File: src/hdl/pkgf_pkg.sv
// Shared types and constants of the per-key generation fence.
package pkgf_pkg;

   localparam int KEY_W = 64;
   localparam int GEN_W = 64;
   localparam int CAP_W = 7;
   localparam logic [CAP_W-1:0] CAPACITY_RESET = 7'd64;

   typedef enum logic [2:0] {
      STATUS_NO_ROUND = 3'd0,
      STATUS_INSERTED = 3'd1,
      STATUS_RAISED   = 3'd2,
      STATUS_STALE    = 3'd3,
      STATUS_FULL     = 3'd4
   } status_type;

   typedef enum logic [1:0] {
      FSM_IDLE,
      FSM_SEARCH,
      FSM_RESULT
   } fsm_type;

   typedef struct packed {
      logic active;
      logic resolved;
      logic stale;
      logic inserted;
   } link_type;

endpackage

File: src/hdl/pkgf_cell.sv
// One table slot: key, high-water mark and valid bit, with the probe hand-off.
module pkgf_cell (
   input  logic                      clock,
   input  logic                      reset,
   input  pkgf_pkg::link_type        up_link,
   input  logic                      room,
   input  logic [pkgf_pkg::KEY_W-1:0] key,
   input  logic [pkgf_pkg::GEN_W-1:0] gen,
   output pkgf_pkg::link_type        down_link
);

   logic [pkgf_pkg::KEY_W-1:0] key_ff, key_in;
   logic [pkgf_pkg::GEN_W-1:0] mark_ff, mark_in;
   logic                       valid_ff, valid_in;
   pkgf_pkg::link_type         link_ff, link_in;
   logic                       probe, hit, take, stale;

   always_comb begin
      probe    = up_link.active && !up_link.resolved;
      hit      = probe && valid_ff && (key_ff == key);
      take     = probe && !valid_ff && room;
      stale    = gen < mark_ff;
      link_in  = up_link;
      key_in   = key_ff;
      mark_in  = mark_ff;
      valid_in = valid_ff;
      if (hit) begin
         link_in.resolved = 1'b1;
         link_in.stale    = stale;
         if (!stale) begin
            mark_in = gen;
         end
      end
      if (take) begin
         link_in.resolved = 1'b1;
         link_in.inserted = 1'b1;
         key_in           = key;
         mark_in          = gen;
         valid_in         = 1'b1;
      end
   end

   always_ff @(posedge clock) begin
      if (reset) begin
         valid_ff <= 1'b0;
         link_ff  <= '0;
      end else begin
         valid_ff <= valid_in;
         link_ff  <= link_in;
      end
      key_ff  <= key_in;
      mark_ff <= mark_in;
   end

   assign down_link = link_ff;

endmodule

File: config.mk
export PLATFORM = sky130hd
export DESIGN_NAME = pkgf_cell
export DESIGN_NICKNAME = d
export VERILOG_FILES = /design/src/hdl/pkgf_pkg.sv /design/src/hdl/pkgf_cell.sv
export SDC_FILE = /design/constraint.sdc
export NUM_CORES = 1
export LEC_CHECK = 0
export BUFFER_PORTS_ARGS = -buffer_cell sky130_fd_sc_hd__buf_2
export CORE_AREA = 2 2 190 136
export DETAILED_ROUTE_END_ITERATION = 12
export DIE_AREA = 0 0 192 138
export RECOVER_POWER = 100
export SETUP_SLACK_MARGIN = 0.15
export SYNTH_ARGS = -nofsm -noshare
export SYNTH_HDL_FRONTEND = slang
export SYNTH_SLANG_ARGS = --single-unit
File: constraint.sdc
create_clock -name clock -period 5.2 [get_ports clock]
set_input_delay 0.52 -clock clock [delete_from_list [all_inputs] [get_ports clock]]
set_output_delay 0.52 -clock clock [all_outputs]
set_load 0.01 [all_outputs]
## Word-level counts from Yosys, hierarchy flattened

Cells that the tools add are included.
Widths: inputs -> output; s select.

- Flip-flop bits (word level): 133
- Output and inout port bits: 4

- Order comparisons: 1
- Equal/unequal tests: 2
- Mux-type cells: 6
- Reduce and logical (&&, ||, !) cells: 9

Operators by type and width:

| operator | number |
|---|---|
| $mux 64 | 3 |
| $eq 64x64->1 | 1 |
| $lt 64x64->1 | 1 |
| $logic_and 1x1->1 | 5 |
| $logic_not 1->1 | 2 |
| $mux 1 | 2 |
| $mux 2 | 1 |
| $ne 2x2->1 const B | 1 |
| $reduce_and 2->1 | 1 |
| $reduce_bool 2->1 | 1 |

## Logic depth before layout (Yosys ltp)

- Depth in word-level cells: 6
- Gate-level depth with buffers: 9
- Depth with buffers taken out: 9

## Worst setup path after synthesis

No wires, ideal clock.

- Path type: input to register
- From: input port up_link[3] (netlist name)
- To: register mark_ff[0] (netlist name), enable pin
- Library setup time: 0.426 ns
- Arrival time: 5.183 ns
- Required time: 4.774 ns
- Setup slack: -0.409 ns
- Stages: 4
- Buffers on the path: 0
- Cell sequence: nor2b_1 > nand2_1 > nor2_1 > or2_1

- Cells in the longest elaborated chain, start to end: 5

Ends and longest elaborated chain:

| what | RTL line | text |
|---|---|---|
| start: declaration | pkgf_cell.sv:5 | `input pkgf_pkg::link_type up_link,` |
| $logic_and 1x1->1 * | pkgf_cell.sv:19 | `probe = up_link.active && !up_link.resolved;` |
| $logic_and 1x1->1 * (2 in a row) | pkgf_cell.sv:21 | `take = probe && !valid_ff && room;` |
| via take | pkgf_cell.sv:16 | `logic probe, hit, take, stale;` |
| $ne 2x2->1 (no source line) / $reduce_bool 2->1 (equally long branches) | - |  |
| $reduce_and 2->1 (no source line) * | - |  |
| end signal: assignment | pkgf_cell.sv:52 | `mark_ff <= mark_in;` |
| end: declaration | pkgf_cell.sv:13 | `logic [pkgf_pkg::GEN_W-1:0] mark_ff, mark_in;` |

Mark *: on every way through the listed nets, which the timed path passes. The rest lies on a longest branch.
A chain may end at the register's enable or synchronous reset.

## Worst setup path in the final report

- From: register key_ff[62] (netlist name)
- To: register mark_ff[4] (netlist name), enable pin

- Cells in the longest elaborated chain, start to end: 4

Ends and longest elaborated chain:

| what | RTL line | text |
|---|---|---|
| start: declaration | pkgf_cell.sv:12 | `logic [pkgf_pkg::KEY_W-1:0] key_ff, key_in;` |
| start signal: assignment | pkgf_cell.sv:51 | `key_ff <= key_in;` |
| $eq 64x64->1 | pkgf_cell.sv:20 | `hit = probe && valid_ff && (key_ff == key);` |
| $logic_and 1x1->1 | pkgf_cell.sv:20 |  |
| $reduce_bool 2->1 (no source line) | - |  |
| $reduce_and 2->1 (no source line) | - |  |

No other way between the ends.

==> insert_results.sql <==
INSERT INTO impl_metrics (metric_group, metric, value, unit) VALUES
('outcome', 'outcome', 'finished, violations left', ''),
('outcome', 'failing_checks', 'capacitance limit, slew limit', ''),
('synth', 'share_of_the_synthesized_area_in_the_top_cell_type', '61.0', '%'),
('synth', 'mappedNetlistNets', '654', ''),
('synth', 'yosys-top-cells-area', 'sky130_fd_sc_hd__edfxtp_1 (61%), sky130_fd_sc_hd__ha_1 (13%), sky130_fd_sc_hd__xor2_1 (6.5%)', ''),
('placed_design', 'detailedPlace.worstSlack', '1460', 'ps'),
('sta', 'timing.slew.headroom', '-145', '%'),
('synth', 'synth.ff_latch_count', '133', ''),
('sta', 'max_freq', '0.247', 'GHz'),
('synth', 'cell_type_with_the_highest_aggregate_area_in_the_netlist', 'sky130_fd_sc_hd__edfxtp_1', ''),
('clocking', 'ctsHtreeMaxLevel', '4', ''),
('worst_setup_path', 'path_class', 'reg -> reg', ''),
('global_routing', 'grt_start_max_net_pins', '67', ''),
('global_routing', 'vias_in_the_first_global_route', '3943', ''),
('floorplanning', 'die_y', '138', 'µm'),
('hold_path', 'hp-start', 'gen[9]', ''),
('synth', 'avgSynthCellArea', '13.8', 'µm²'),
('worst_setup_path', 'timing.critical_path.from_type', 'flop', ''),
('clocking', 'post_cts_resized', '0', ''),
('floorplanning', 'placementRows', '49', ''),
('synth', 'post_synthesis_instance_total', '456', ''),
('pwr', 'total_leakage_power', '0.00298', 'µW'),
('clocking', 'cts-root-to-sink-buffers', '2', ''),
('synth', 'ys_warn_count', '0', ''),
('placed_design', 'routabilityCongestion', '0.725', ''),
('clocking', 'cts.sink_count', '133', ''),
('routing', 'vias', '3848', ''),
('sta', 'timing.final.hold_violations', '0', ''),
('synth', 'yosysMostFrequentCell', 'sky130_fd_sc_hd__edfxtp_1', ''),
('placed_design', 'place.port_buffers', '138', ''),
('routing', 'route.detailed.wl_per_inst', '14.1', 'µm'),
('synth', 'synth_area', '6300', 'µm²'),
('worst_setup_path', 'startpoint', 'key_ff[62]$_DFFE_PP_', ''),
('synth', 'synth_flop_cell', 'sky130_fd_sc_hd__edfxtp_1', ''),
('clocking', 'clock_tree_root', 'sky130_fd_sc_hd__clkbuf_16', ''),
('routing', 'wl', '13500', 'µm'),
('clocking', 'worst_setup_hold_path_clk_slew', '60', 'ps'),
('synth', 'synth_common_cells', 'sky130_fd_sc_hd__edfxtp_1 (128), sky130_fd_sc_hd__inv_1 (64), sky130_fd_sc_hd__ha_1 (63)', ''),
('floorplanning', 'die-width', '192', 'µm'),
('flow_run', 'max-cap-violations', '1', ''),
('sta', 'final_period_minus_worst_setup_slack', '4050', 'ps'),
('finish', 'layout.filler_cells', '2589', ''),
('floorplanning', 'initial_utilization', '25.2', '%'),
('sta', 'rsz0062_at_grt', 'false', ''),
('synth', 'synth_cell_types', '33', ''),
('clocking', 'cts_hold_repair.buffers', '0', ''),
('floorplanning', 'die-area', '26500', 'µm²'),
('floorplanning', 'placeableCoreArea', '25000', 'µm²'),
('pwr', 'pwr_density_cell', '342', 'nW/µm²'),
('finish', 'diodes', '0', ''),
('worst_setup_path', 'critical_path_cell_by_cell', 'xnor2_1 -> nand4_1 -> nor4_1 -> nand4_1 -> or4_4 -> a31oi_1 -> or2_2 -> clkbuf_2', ''),
('clocking', 'clock_tree_from_tritoncts', 'built', ''),
('worst_setup_path', 'worst-endpoint-arrival', '4090', 'ps'),
('worst_setup_path', 'crit_family', 'simple AND/OR/NAND/NOR gates', ''),
('sta', 'layout_worst_path_cycle_share', '77.8', '%'),
('sta', 'setup_viol_count_final', '0', ''),
('global_routing', 'grt_pass1_wl', '21500', 'µm'),
('worst_setup_path', 'slowest_stage', 'sky130_fd_sc_hd__clkbuf_2', ''),
('sta', 'final-max-slew-violation-count', '67', ''),
('sta', 'clock_skew', '11.4', 'ps'),
('routing', 'antenna_violating_nets_post_route', '0', ''),
('clocking', 'cts_made_buffers', '17', ''),
('global_routing', 'grt_use_total', '10.8', '%'),
('finish', 'final_cell_area', '7870', 'µm²'),
('sta', 'timing.final.ws_setup', '1150', 'ps'),
('synth', 'synth_enable_flop_cells', '128', ''),
('global_routing', 'antenna_found_initial', '1', ''),
('routing', 'drt-vias-per-instance', '4.02', ''),
('finish', 'fraction_of_final_layout_cells_with_drive_strength_greater_than_1', '7.34', '%'),
('worst_setup_path', 'rr_startpoint', 'key_ff[62]$_DFFE_PP_', ''),
('pwr', 'max-vdd-ir-drop', '0.210', 'mV');
-- power by group --
part	internal [µW]	total [µW]	switching, µW	leakage [µW]
registers	1210	1220	9.57	0.00121
clock network	799	1280	479	0.000293
logic	80.0	191	111	0.00147
-- worst reg2reg max path: cells and delay by family, from the launching register on --
| family | cells | cell delay (ps) |
|---|---|---|
| AOI/OAI and AO/OA | 1 | 200 |
| buffers and inverters | 1 | 920 |
| DFF | 1 | 390 |
| xor gates and xnor gates | 1 | 160 |
| and+or+nand+nor | 5 | 1950 |
-- flip-flops by register name, indices dropped and copies added, names as in the netlist --
| signal | count |
|---|---|
| valid_ff | 1 |
| mark_ff | 64 |
| down_link | 4 |
| key_ff | 64 |
-- metal layers --
layer / wire length [µm] / share of wire [%] / up-vias / GRT usage [%]
li1: - / - / 1987 / -
met1: 6960 / 52 / 1768 / 15.4
met2: 5640 / 42 / 77 / 14.8
met3: 698 / 5.2 / 14 / 3.68
met4: 193 / 1.4 / 2 / 4.46
met5: 13 / 0.096 / - / 0
-- layout by cell type, fill, tap and decap left out, types with 16 or more instances in the layout --
cell	count
sky130_fd_sc_hd__a21oi_1	26
sky130_fd_sc_hd__xnor2_1	17
sky130_fd_sc_hd__clkbuf_1	130
sky130_fd_sc_hd__xor2_1	47
sky130_fd_sc_hd__clkbuf_16	17
sky130_fd_sc_hd__edfxtp_1	128
sky130_fd_sc_hd__inv_1	64
sky130_fd_sc_hd__ha_1	63
sky130_fd_sc_hd__nand4_1	16
sky130_fd_sc_hd__nand2_1	18
-- cell type report --
class	count	area, µm²	area share [%]
sequential	133	3940	50.1
multi-input combinational	259	2120	26.9
timing repair buffer	140	539	6.85
clock buffer	18	429	5.45
tap	331	414	5.26
inverter	64	240	3.05
clock inverter	13	184	2.34
-- cell families after synthesis --
| family | count (synthesis) | share of synthesized area (%) |
|---|---|---|
| xor+xnor | 64 | 8.89 |
| fa+ha+maj | 63 | 12.5 |
| buf+inv | 64 | 3.81 |
| simple gates | 79 | 6.91 |
| compound gates | 53 | 5.30 |
| flops | 133 | 62.6 |
-- per-stage QoR --
step                      util, %  cells
after floorplan                 -    456
after global placement       29.8    927
after detailed placement     29.8    927
after CTS                    32.2    958
after global routing         31.5    958
final                        31.5    958
-- final timing paths --
path,cells past startpoint,slack (ps),end
max reg2reg,8,1150,mark_ff[4]$_DFFE_PP_
max,8,1150,mark_ff[4]$_DFFE_PP_
min,1,290,mark_ff[9]$_DFFE_PP_
min reg2reg,2,520,valid_ff$_SDFFE_PP0P_
No activity file was read; power rests on OpenSTA's default activity.
